**config.mk**
```make
export PLATFORM = sky130hd
export DESIGN_NAME = hbi_queue
export DESIGN_NICKNAME = d
export VERILOG_FILES = /design/src/design/hbi_queue.sv
export SDC_FILE = /design/constraint.sdc
export NUM_CORES = 1
export LEC_CHECK = 0
export ABC_CLOCK_PERIOD_IN_PS = 2770
export BUFFER_PORTS_ARGS = -buffer_cell sky130_fd_sc_hd__buf_2
export CORE_UTILIZATION = 52
export DETAILED_ROUTE_END_ITERATION = 6
export PLACE_DENSITY = 0.81
export SYNTH_ARGS = -nofsm -noshare
export SYNTH_HDL_FRONTEND = slang
export SYNTH_SLANG_ARGS = --single-unit
```
**constraint.sdc**
```tcl
create_clock -name i_clk -period 2.77 [get_ports i_clk]
set_clock_uncertainty 0.05 [all_clocks]
set_input_delay 0.554 -clock i_clk [delete_from_list [all_inputs] [get_ports i_clk]]
set_output_delay 0.554 -clock i_clk [all_outputs]
set_load 0.01 [all_outputs]
```
**src/design/hbi_queue.sv**
```systemverilog
// ----------------------------------------------------------------------------
// hbi_queue: small fifo between the front and back parts
// holds folded windows so either side can stall on its own
// ----------------------------------------------------------------------------
`default_nettype none

module hbi_queue #(
    parameter int WIDTH = 8,
    parameter int DEPTH = 2
) (
    input  wire logic             i_clk,
    input  wire logic             i_rst_n,
    input  wire logic             i_push,
    input  wire logic [WIDTH-1:0] i_wdata,
    output logic                  o_full,
    input  wire logic             i_pop,
    output logic [WIDTH-1:0]      o_rdata,
    output logic                  o_empty
);

    localparam int PTR_W = (DEPTH > 1) ? $clog2(DEPTH) : 1;
    localparam int CNT_W = $clog2(DEPTH + 1);

    logic [WIDTH-1:0] r_mem [DEPTH];
    logic [PTR_W-1:0] r_wp;
    logic [PTR_W-1:0] r_rp;
    logic [CNT_W-1:0] r_cnt;

    function automatic logic [PTR_W-1:0] ptr_inc(input logic [PTR_W-1:0] p);
        if (p == PTR_W'(DEPTH - 1)) begin
            return '0;
        end
        return p + PTR_W'(1);
    endfunction

    assign o_full  = (r_cnt == CNT_W'(DEPTH));
    assign o_empty = (r_cnt == '0);
    assign o_rdata = r_mem[r_rp];

    always_ff @(posedge i_clk) begin
        if (i_push) begin
            r_mem[r_wp] <= i_wdata;
        end
    end

    always_ff @(posedge i_clk) begin
        if (!i_rst_n) begin
            r_wp  <= '0;
            r_rp  <= '0;
            r_cnt <= '0;
        end else begin
            if (i_push) begin
                r_wp <= ptr_inc(r_wp);
            end
            if (i_pop) begin
                r_rp <= ptr_inc(r_rp);
            end
            unique case ({i_push, i_pop})
                2'b10:   r_cnt <= r_cnt + CNT_W'(1);
                2'b01:   r_cnt <= r_cnt - CNT_W'(1);
                default: r_cnt <= r_cnt;
            endcase
        end
    end

endmodule

`default_nettype wire

```
==> metrics <==
GRT overflow=0; Sinks on Clock Net=21; Hold Buf Count CTS=0; Starting Density=0.580; Power, Total=0.590 mW; DR iter-0 viols=6; Die H=41.0 µm; post-synth top area share=0.607; Fillers=106; pin count of the biggest net entering global routing=13; antenna cells=0; post_cts resized=0; Synth area leader=edfxtp_1; FF+latch count, synth=21; Cell variety after synth=16; Sw Ratio=0.226; sequential-to-total area share from yosys stat=0.733; first-pass GRT wire length=1740 µm; hold_ws=around 0.40 ns; placed cell count=82; post-CTS setup buffers=0; HPWL Detailed=between 900 and 1000 µm; # port buffers=21; DRT antenna net count=0; Root Driver=clkbuf_4; slack of the worst reg-to-reg path=1.43 ns; drt pass-1 iters=3; Netlist Area Pre-Place=792 µm²; worst reg-to-reg path cell count=1; most frequent cell after synthesis=edfxtp_1; Worst Path Max Fanout=8; Final Core Density=0.687; final WL=around 1200 µm; clk slew on worst S/H paths=0.11 ns; H-tree levels=1; PD cells=628 nW/µm²; Tightest Hold Check Type=input pin to register; routed len/inst=14.2 µm; CTS tree=built; row count=13; Layout Cells excl Fill=86; clock buffer depth=2; crit end category=output pin; CP arrival=1.36 ns; Slew @ Worst Pin=0.741 ns; clock latency on the worst-skew pair=between 0.2 and 0.3 ns; FF-to-FF End=r_mem[0][3]; Clock power frac=0.234; Final Cycle Share=0.709; min Tclk post-route=roughly 2 ns; Worst EP required=about 2.2 ns; post-synth net total=60; drt drc=0; status=completed; Inserted Clock Buffers=3; vias in the first global route=411; maximum clock rate=509 MHz; largest cells by area after synthesis=edfxtp_1 61%, dfxtp_1 13%, mux2_2 11%; Final Net Count=85; post-route setup slack=0.806 ns; CP Capture Point=o_rdata[2]; Static Leakage=about 0.37 nW; Die Span X=41.0 µm; Synth async-reset ratio=0; RSZ-0062 raised after global routing=false; count of final hold-check violations=0; die area=1680 µm²; Slew Limit Fails=0; initial antenna violation count=0; Int Power=0.457 mW; Final setup viols=0; layout cells sized above 1=0.479; via/cell ratio=roughly 5.0; GP Congestion=0.591; Synth Flop Type=edfxtp_1; DP Area=911 µm²; Post-synth EDFFs=16; P_sw=0.133 mW; Max Cap Viol=0; Setup Crit Path Kind=register to output pin; origin of the critical flop-to-flop path=r_wp; Logic pwr share=0.134; yosys warns=0; P&R area growth vs syn=18.5%; setup_tns=0 ns; relative slew slack=0.504; Synth top cells by count=16 x edfxtp_1, 8 x mux2_2, 5 x dfxtp_1, 4 x and2_1; num ports=22; DR vias=430; pre-CTS WS=1.04 ns; Max VDD drop=between 0.5 and 0.6 mV; Core ar.=roughly 1400 µm²; Cells after Synth=47; overall routing resource usage=0.172; Avg Inst Size Synth=16.9 µm²; crit start category=register; Seq pwr share=0.633; post-layout instance area=938 µm²
## cell families (layout without fill, tap and decap cells)
family                   Yosys count  after routing  synth area share
buffers and inverters              2             26            0.0110
AND/OR/NAND/NOR                    9              9            0.0679
adder cells (fa/ha/maj)            1              1            0.0158
multiplexers                       8              8             0.114
flip-flops                        21             21             0.733
AO/OA/AOI/OAI                      3              3            0.0253
XOR/XNOR                           3              3            0.0332
## layout by cell type (no fill, tap or decap), types with 2 or more instances in the layout
cell type	Yosys	layout
edfxtp_1	16	16
clkbuf_4	0	3
and2_1	4	4
xnor2_1	2	2
dfxtp_1	5	5
nor2_1	2	2
mux2_2	8	8
buf_2	1	21
## layer usage
layer / track usage / vias to the layer above / part of all wire / wire length, µm
li1: - / 215 / - / -
met1: 0.182 / 202 / 0.40 / 487
met2: 0.324 / 11 / 0.56 / 683
met3: 0.0489 / 2 / 0.031 / 38
met4: 0.0500 / 0 / 0.0066 / 8
met5: 0 / - / 0 / 0
## critical path, stage by stage, from the launching register on
cell	delay, ns
dfxtp_1	0.55
mux2_2	0.39
buf_2	0.14
## worst min-delay path by stage
stage | cells after the start | start | endpoint
after floorplan | 2 | r_cnt[1] | r_cnt[1]
after global placement | 2 | r_cnt[1] | r_cnt[1]
after detailed placement | 2 | r_cnt[1] | r_cnt[1]
after CTS | 1 | i_wdata[7] | r_mem[1][7]
after global routing | 1 | i_wdata[7] | r_mem[1][7]
final | 1 | i_wdata[7] | r_mem[1][7]
## flip-flops by register name (all words and copies together), names as in the netlist, named ones only
register  cells
r_mem        16
r_cnt         2
r_rp          1
r_wp          1
## power groups by stage
stage	clock network (mW)	registers [mW]	logic, mW
final	0.138	0.373	0.0788
after global routing	0.152	0.376	0.0882
after CTS	0.140	0.374	0.0803
after detailed placement	0	0.381	0.0799
after global placement	0	0.379	0.0771
after floorplan	0	0.373	0.0534
## cell type report
class / instances / area [µm²] / share of cell area
timing repair buffer: 21 / 105 / 0.112
inverter: 1 / 3.75 / 0.00400
clock buffer: 3 / 22.5 / 0.0240
tap: 15 / 18.8 / 0.0200
multi-input combinational: 24 / 203 / 0.216
sequential: 21 / 581 / 0.619
clock inverter: 1 / 5.00 / 0.00533
No activity file was read; power rests on OpenSTA's default activity.
