--- src/design/hbi_pkg.sv ---
// ----------------------------------------------------------------------------
// hbi_pkg: shared types and constants for the halfband 2x interpolator
// coefficient register set, register indexes, fixed filter geometry
// ----------------------------------------------------------------------------
`default_nettype none

package hbi_pkg;

    localparam int COEF_W     = 16;
    localparam int NUM_REGS   = 8;
    localparam int NUM_PAIRS  = 7;
    localparam int HIST_DEPTH = 14;
    localparam int CENTER_TAP = 6;
    localparam int OUT_SHIFT  = 15;

    // result buffer in the back part, in sample pairs
    localparam int OBUF_DEPTH = 4;

    // apb geometry
    localparam int REG_IDX_W  = 3;
    localparam int APB_ADDR_W = 5;
    localparam int APB_DATA_W = 32;

    // register indexes
    localparam logic [REG_IDX_W-1:0] REG_COEF_OUTER0 = 3'd0;
    localparam logic [REG_IDX_W-1:0] REG_COEF_OUTER1 = 3'd1;
    localparam logic [REG_IDX_W-1:0] REG_COEF_OUTER2 = 3'd2;
    localparam logic [REG_IDX_W-1:0] REG_COEF_OUTER3 = 3'd3;
    localparam logic [REG_IDX_W-1:0] REG_COEF_OUTER4 = 3'd4;
    localparam logic [REG_IDX_W-1:0] REG_COEF_OUTER5 = 3'd5;
    localparam logic [REG_IDX_W-1:0] REG_COEF_INNER  = 3'd6;
    localparam logic [REG_IDX_W-1:0] REG_COEF_CENTER = 3'd7;

    typedef logic signed [COEF_W-1:0] t_coef;
    typedef t_coef [NUM_REGS-1:0] t_coef_set;

    localparam t_coef_set COEF_RESET = {
        t_coef'(32767),   // coef_center
        t_coef'(20503),   // coef_inner
        t_coef'(-5942),   // coef_outer5
        t_coef'(2674),    // coef_outer4
        t_coef'(-1214),   // coef_outer3
        t_coef'(491),     // coef_outer2
        t_coef'(-158),    // coef_outer1
        t_coef'(33)       // coef_outer0
    };

endpackage

`default_nettype wire

--- src/design/hbi_front.sv ---
// ----------------------------------------------------------------------------
// hbi_front: input side of the halfband interpolator
// takes samples into the delay line and forms the folded pair sums
// ----------------------------------------------------------------------------
`default_nettype none

module hbi_front #(
    parameter int SAMPLE_WIDTH = 16
) (
    input  wire logic                                           i_clk,
    input  wire logic                                           i_rst_n,
    input  wire logic                                           i_valid,
    output logic                                                o_stall,
    input  wire logic [SAMPLE_WIDTH-1:0]                        i_in_real,
    input  wire logic [SAMPLE_WIDTH-1:0]                        i_in_imag,
    output logic                                                o_push,
    input  wire logic                                           i_full,
    output logic [hbi_pkg::NUM_PAIRS-1:0][SAMPLE_WIDTH:0]       o_sum_re,
    output logic [hbi_pkg::NUM_PAIRS-1:0][SAMPLE_WIDTH:0]       o_sum_im,
    output logic [SAMPLE_WIDTH-1:0]                             o_ctr_re,
    output logic [SAMPLE_WIDTH-1:0]                             o_ctr_im
);

    localparam int SUM_W = SAMPLE_WIDTH + 1;

    logic [SAMPLE_WIDTH-1:0] r_hist_re [hbi_pkg::HIST_DEPTH];
    logic [SAMPLE_WIDTH-1:0] r_hist_im [hbi_pkg::HIST_DEPTH];
    logic                    r_pend;
    logic                    w_accept;

    // a window waits in r_pend until the queue takes it
    assign o_push   = r_pend && !i_full;
    assign o_stall  = r_pend && i_full;
    assign w_accept = i_valid && !o_stall;

    always_ff @(posedge i_clk) begin
        if (!i_rst_n) begin
            r_pend <= 1'b0;
            for (int k = 0; k < hbi_pkg::HIST_DEPTH; k++) begin
                r_hist_re[k] <= '0;
                r_hist_im[k] <= '0;
            end
        end else begin
            if (w_accept) begin
                r_pend       <= 1'b1;
                r_hist_re[0] <= i_in_real;
                r_hist_im[0] <= i_in_imag;
                for (int k = 1; k < hbi_pkg::HIST_DEPTH; k++) begin
                    r_hist_re[k] <= r_hist_re[k-1];
                    r_hist_im[k] <= r_hist_im[k-1];
                end
            end else if (o_push) begin
                r_pend <= 1'b0;
            end
        end
    end

    // fold the window: tap k pairs with tap 13-k
    for (genvar g = 0; g < hbi_pkg::NUM_PAIRS; g++) begin : g_fold
        assign o_sum_re[g] = SUM_W'($signed(r_hist_re[g]))
                           + SUM_W'($signed(r_hist_re[hbi_pkg::HIST_DEPTH-1-g]));
        assign o_sum_im[g] = SUM_W'($signed(r_hist_im[g]))
                           + SUM_W'($signed(r_hist_im[hbi_pkg::HIST_DEPTH-1-g]));
    end

    assign o_ctr_re = r_hist_re[hbi_pkg::CENTER_TAP];
    assign o_ctr_im = r_hist_im[hbi_pkg::CENTER_TAP];

endmodule

`default_nettype wire

--- config.mk ---
export PLATFORM = sky130hd
export DESIGN_NAME = hbi_front
export DESIGN_NICKNAME = d
export VERILOG_FILES = /design/src/design/hbi_pkg.sv /design/src/design/hbi_front.sv
export SDC_FILE = /design/constraint.sdc
export NUM_CORES = 1
export LEC_CHECK = 0
export BUFFER_PORTS_ARGS = -buffer_cell sky130_fd_sc_hd__buf_4
export CORE_AREA = 4 4 233 235
export DETAILED_ROUTE_END_ITERATION = 8
export DIE_AREA = 0 0 237 239
export PLACE_DENSITY = 0.77
export SYNTH_ARGS = -nofsm -noshare
export SYNTH_HDL_FRONTEND = slang
export SYNTH_SLANG_ARGS = --single-unit
--- constraint.sdc ---
create_clock -name i_clk -period 16.4 [get_ports i_clk]
set_input_delay 2.46 -clock i_clk [delete_from_list [all_inputs] [get_ports i_clk]]
set_output_delay 2.46 -clock i_clk [all_outputs]
set_load 0.01 [all_outputs]
==> key figures, run 1 <==
Global routing
  – Number of global-route vias before repair: 17800
  – GRT Resource Usage Total: 21.3%
  – First-pass GRT wire length: 97.6 mm
  – Gr ovfl total: 0
  – Antenna violations before repair: 0
  – Largest net degree at the start of global routing: 131

Floorplanning
  – Initial Utilization: 49.7%
  – Std-Cell Core Area: 52200 sq um
  – Row count: 84
  – IO Pins: 308
  – Die extent in y: 239 um
  – Die X: 237 um
  – Die Footprint: 56600 sq um

Worst setup path
  – Crit path launch type: register
  – CP Max Fanout: 4
  – Critical path cell sequence: ha_1 > fa_1 > a21oi_1 > o22ai_1 > o21ai_0 > o21ai_0 > a2111oi_0 > nor3_1 > xor2_1 > buf_4
  – Cell family with most CP delay: compound AO/OA/AOI/OAI gates
  – Critical Path Most Common Cell: o21ai_0
  – Slowest cell on the critical path: a2111oi_0
  – CP required: 13.94 ns
  – Critical Path Max Stage Delay: 0.49 ns
  – Critical path endpoint category: primary output
  – Worst Path Arrival: 3.57 ns
  – Worst Path Buf+Inv: 1
  – Critical path class: reg -> out

STA
  – Max Slew Vio Count: 0
  – Slew HR: 18.8%
  – Hold Vio Cnt, Final: 0
  – Setup TNS: 0 ns
  – Fmax: 166 MHz
  – Final Cycle Share: 36.7%
  – Setup ws final: 10.37 ns
  – Worst-margin pin slew: 1.22 ns
  – Crit path time final: 6.03 ns
  – RSZ-0062 raised after global routing: no
  – Final clock skew: 0.0267 ns
  – Final setup fails: 0
  – Hold_ws: 0.556 ns

Logic synthesis
  – Register area share after synthesis: 51.9%
  – Post-Synthesis Net Count: 2482
  – Distinct cells, synth: 63
  – EDFF count, synth: 448
  – Gate Count Post-Synth: 2208
  – FFs w/ async S/R, synth: 0%
  – Top FF cell, synth: edfxtp_1
  – Yosys Warn Count: 0
  – Syn avg cell area: 11.8 sq um
  – Flop and latch count out of synthesis: 449
  – Mapped cell area: 26000 sq um

Finish
  – Antenna diodes: 0
  – Count of nets after finishing: 2775
  – Multi-input logic area: 12000 sq um
  – Layout cells sized above 1: 16.1%
  – Register Area: 13500 sq um
  – Area Growth Syn to Fin: 17.2%
  – Final Util: 58.2%
  – Fillers: 4157

Place
  – Pre-CTS setup slack: 9.86 ns
  – Number of buffer cells added on primary ports: 307
  – DP HPWL: 44.5 mm
  – GP Congestion: 0.882

Routing
  – Via/cell ratio: 5.54
  – Initial DRC count: 1195
  – Routed len/inst: 19.4 um
  – Antenna Nets Post-Route: 0
  – First drt pass iteration count: 5
  – DRC viols: 0
  – Via count: 17900
  – Routed Wire Length: 62.7 mm

Worst hold path
  – Worst hold path type: reg -> reg

CTS
  – Clk slew on worst S/H paths: 0.06 ns
  – Max clock buf depth: 3
  – CTS H-tree lvls: 2
  – Cts repair resizes: 0
  – CTS tree: yes
  – CTS Buf Count: 49
  – Post-CTS Hold Fix Bufs: 0
  – Clock sink count: 449
  – Postcts setup bufs: 0
  – Clk_lat worst skew: 0.59 ns
  – Clock Tree Root: clkbuf_16

Run status
  – Status: finished clean

Job
  – Max Cap Viol: 0

Pwr
  – Power per cell area: 108 nW/um^2
  – Worst ir drop on vdd: 93.7 uV
  – Leak pwr: 0.0135 uW
[routing by layer]
layer  vias to the layer above  GRT usage (%)  routed length [um]
met5                         -              0                   0
met4                         0           6.88                1690
met3                       107           3.29                3270
met2                       518           33.3               28400
met1                      8640           30.9               29300
li1                       8608              -                   -
[cells by family (layout without fill, tap and decap cells)]
group,Yosys count,count (layout),synth area share [%]
XOR/XNOR,182,182,6.14
buffers and inverters,117,450,1.93
adder cells (fa/ha/maj),238,238,11.9
AND/OR/NAND/NOR,763,763,16.7
AO/OA/AOI/OAI,455,455,11.4
flip-flops,449,449,51.9
multiplexers,4,4,0.154
[cells in the mapped netlist (28+ instances only)]
library cell	count	area share, %
and2_1	452	11
edfxtp_1	448	52
ha_1	224	11
a21oi_1	142	2.7
xnor2_1	121	4.1
nand2_1	83	1.2
nor2_1	76	1.1
o21ai_0	75	1.4
a21o_1	72	2.1
xor2_1	61	2.1
clkbuf_1	55	0.79
inv_1	44	0.64
nand3_1	33	0.64
o21bai_1	32	0.92
nor3_1	28	0.54
[worst register-to-register path, cell delays in order (launching register included)]
cell	delay (ns)
dfxtp_1	0.32
nand2_1	0.10
nand2_1	0.10
nand2_4	0.58
buf_4	0.97
buf_4	0.83
buf_4	0.86
[stage by stage]
stage | instances | power (uW) | area (sq um)
after global placement | 3138 | 2200 | 28900
after global routing | 3229 | 3430 | 30400
final | 3229 | 3290 | 30400
after floorplan | 2208 | 1900 | 26000
after detailed placement | 3138 | 2220 | 28900
after CTS | 3229 | 3310 | 30400
[report_power, final]
part	switching [uW]	internal, uW
Combinational	427	350
Clock	457	627
Sequential	63.0	1360
[cells in the final DEF (no fill, tap or decap), types with 10 or more instances in the layout]
cell type / n
and2_1: 452
edfxtp_1: 448
buf_4: 315
ha_1: 224
a21oi_1: 142
xnor2_1: 121
nand2_1: 82
nor2_1: 76
o21ai_0: 75
a21o_1: 72
xor2_1: 61
clkbuf_16: 51
inv_1: 44
nand3_1: 33
o21bai_1: 32
nor3_1: 28
nor2b_1: 26
nand2b_1: 22
a31oi_1: 21
o21a_1: 16
clkinv_1: 16
o211ai_1: 15
fa_1: 14
a31o_2: 11
a211oi_1: 10
and3_1: 10
clkinv_2: 10
[path summary, 6_finish.rpt]
| check | cells after the start | slack (ns) | endpoint | start |
|---|---|---|---|---|
| setup reg to reg | 6 | 12.21 | r_hist_im[0][164] | r_pend |
| hold / removal | 1 | 0.56 | r_hist_im[0][76] | r_hist_im[0][60] |
| setup / recovery | 10 | 10.37 | o_sum_re[99] | r_hist_re[8][0] |
| hold reg to reg | 1 | 0.56 | r_hist_im[0][76] | r_hist_im[0][60] |
[sequential cells by signal, summed over array words and instances (netlist names)]
register	count
r_hist_im	224
r_hist_re	224
r_pend	1
[area by class of cell]
type                    instances  area share, %
inverters                      44          0.543
well taps                     688           2.83
flip-flops and latches        449           44.3
repair buffers                315           7.77
clock buffers                  59           4.29
multi-input cells            1642           39.5
clock inverters                32          0.814
No activity file was read; power rests on OpenSTA's default activity.
==> run 2, diff against run 1 <==
- PLACE_DENSITY: 0.77 -> 0.79
- clock period: 16.4 -> 5.5 ns (I/O delays scaled with it)
==> run 2 against run 1 <==
Against the previous run: register-to-register slack worse by 8.9 ns; sequential share of layout area down 0.21 points; global-route usage down 0.25 points.
==> key figures, run 2 (synthesized netlist as in run 1, its figures left out) <==
Place
  – GP Congestion: 0.892
  – Area post-placement: 28900 sq um
  – Number of buffer cells added on primary ports: 307
  – DP HPWL: 44.1 mm

Finish
  – Final instance area: 30600 sq um
  – Antenna diodes: 0
  – Area Growth Syn to Fin: 17.7%
  – Layout cells sized above 1: 16.5%
  – Final Util: 58.5%
  – Most common cell after layout, fill and taps aside: and2_1
  – Commonest non-fill, non-tap cells in the layout: and2_1, edfxtp_1, buf_4, ha_1, a21oi_1
  – Fillers: 4128
  – Count of nets after finishing: 2776
  – Top Registers: r_hist_im x224, r_hist_re x224, r_pend x1

Global routing
  – First-pass GRT wire length: 96.7 mm
  – Gr ovfl total: 0
  – GRT Resource Usage Total: 21.1%
  – Number of global-route vias before repair: 17700
  – Antenna violations before repair: 0
  – Largest net degree at the start of global routing: 129

Pwr
  – Sw Share: 28.4%
  – Share of power burned in registers: 42.7%
  – Leak pwr: 0.0135 uW
  – Clock Power Share: 34.0%
  – Worst ir drop on vdd: 281 uV
  – Tot Pwr: 9940 uW
  – Combinational share of power: 23.3%
  – Internal Power: 7120 uW
  – Power per cell area: 325 nW/um^2
  – Net Sw Power: 2820 uW

Worst setup path
  – Critical path endpoint category: primary output
  – Cell family with most CP delay: compound AO/OA/AOI/OAI gates
  – Crit path launch type: register
  – Worst reg-to-reg setup slack: 3.36 ns
  – R2R Path Start: r_pend
  – Reg2reg end: r_hist_re[1][5]
  – Critical Path Most Common Cell: a21o_1
  – CP required: 4.68 ns
  – Slowest cell on the critical path: o41ai_2
  – Worst Path Arrival: 3.51 ns
  – R2R depth: 4
  – Worst Path Buf+Inv: 1
  – Critical path class: reg -> out
  – Critical path cell sequence: ha_1 > fa_1 > a21o_1 > a21o_1 > a21oi_1 > nor4b_1 > o41ai_2 > nor3b_1 > a211oi_1 > buf_4
  – Critical Path Max Stage Delay: 0.44 ns
  – CP Max Fanout: 3

Job
  – Max Cap Viol: 0

CTS
  – Max clock buf depth: 3
  – Post-CTS Hold Fix Bufs: 0
  – Cts repair resizes: 0
  – Clk_lat worst skew: 0.58 ns
  – Clock Tree Root: clkbuf_16
  – Postcts setup bufs: 0
  – Clock sink count: 449
  – CTS tree: yes
  – Clk slew on worst S/H paths: 0.06 ns
  – CTS Buf Count: 49
  – CTS H-tree lvls: 2

Floorplanning
  – Row count: 84
  – IO Pins: 308
  – Std-Cell Core Area: 52200 sq um
  – Die X: 237 um
  – Initial Utilization: 49.7%
  – Die Footprint: 56600 sq um
  – Die extent in y: 239 um

Routing
  – Antenna Nets Post-Route: 0
  – Routed Wire Length: 62.1 mm
  – Routed len/inst: 19.3 um
  – First drt pass iteration count: 5
  – DRC viols: 0
  – Initial DRC count: 1040
  – Via/cell ratio: 5.54
  – Via count: 17900

STA
  – RSZ-0062 raised after global routing: no
  – Slew HR: 23.5%
  – Fmax: 230 MHz
  – Max Slew Vio Count: 0
  – Hold Vio Cnt, Final: 0
  – Final Cycle Share: 78.9%
  – Final setup fails: 0
  – Final clock skew: 0.0129 ns
  – Crit path time final: 4.34 ns
  – Setup TNS: 0 ns
  – Worst-margin pin slew: 1.15 ns

Worst hold path
  – Min-delay src: i_valid
  – Hold Crit Endpoint: r_pend
  – Hold Path Stages: 2
  – Worst hold path type: in -> reg

Run status
  – Status: finished clean
-- run 2: cell types whose count changed in the layout (fill, tap and decap cells not counted) --
cell        previous run  this run
clkinv_1              16         6
clkbuf_16             51        49
nand2_8                0         1
clkinv_4               1         2
buf_12                 0         4
bufinv_16              4         8
inv_6                  1         2
nand2_4                1         0
clkbuf_1               8         5
clkinvlp_4             0         7
clkinv_2              10         8
buf_4                315       312
-- run 2: cell type report --
cell class                 instances  area, sq um  share of cell area (%)
sequential                       449        13500                    44.1
multi-input combinational       1642        12000                    39.3
timing repair buffer             316         2420                    7.92
clock buffer                      54         1240                    4.07
tap                              688          861                    2.82
clock inverter                    33          390                    1.28
inverter                          44          165                   0.540
-- run 2: metrics by stage --
stage                     setup slack (ns)  std cells  hold WS (ns)
final                                 1.16       3226         0.477
after global routing                 0.826       3226         0.470
after CTS                             1.09       3226         0.437
after detailed placement              1.72       3139         0.548
after global placement                1.85       3139         0.536
after floorplan                      0.974       2208         0.529
-- run 2: routing by layer --
metal,global-route usage (%),wire length (um),vias to the layer above
met1,30.7,28800,8562
met2,32.9,28100,573
met5,0,0,-
met4,5.34,1480,0
met3,3.99,3810,117
li1,-,-,8621
-- run 2: worst max-delay path by stage --
stage	start	end	slack (ns)	depth (start not counted)
after floorplan	i_rst_n	r_hist_im[0][0]	0.97	2
after global placement	r_hist_im[0][64]	o_sum_im[84]	1.85	10
after detailed placement	r_hist_re[8][0]	o_sum_re[99]	1.72	10
after CTS	r_hist_re[8][0]	o_sum_re[99]	1.09	10
after global routing	r_hist_re[8][0]	o_sum_re[99]	0.83	10
final	r_hist_re[12][0]	o_sum_re[33]	1.16	10
-- run 2: power groups by stage --
| stage | Sequential, uW | Combinational, uW | Clock (uW) |
|---|---|---|---|
| final | 4240 | 2320 | 3380 |
| after CTS | 4240 | 2330 | 3450 |
| after global routing | 4270 | 2500 | 3600 |
| after global placement | 4300 | 2260 | 0 |
| after detailed placement | 4300 | 2310 | 0 |
| after floorplan | 4240 | 1350 | 0 |
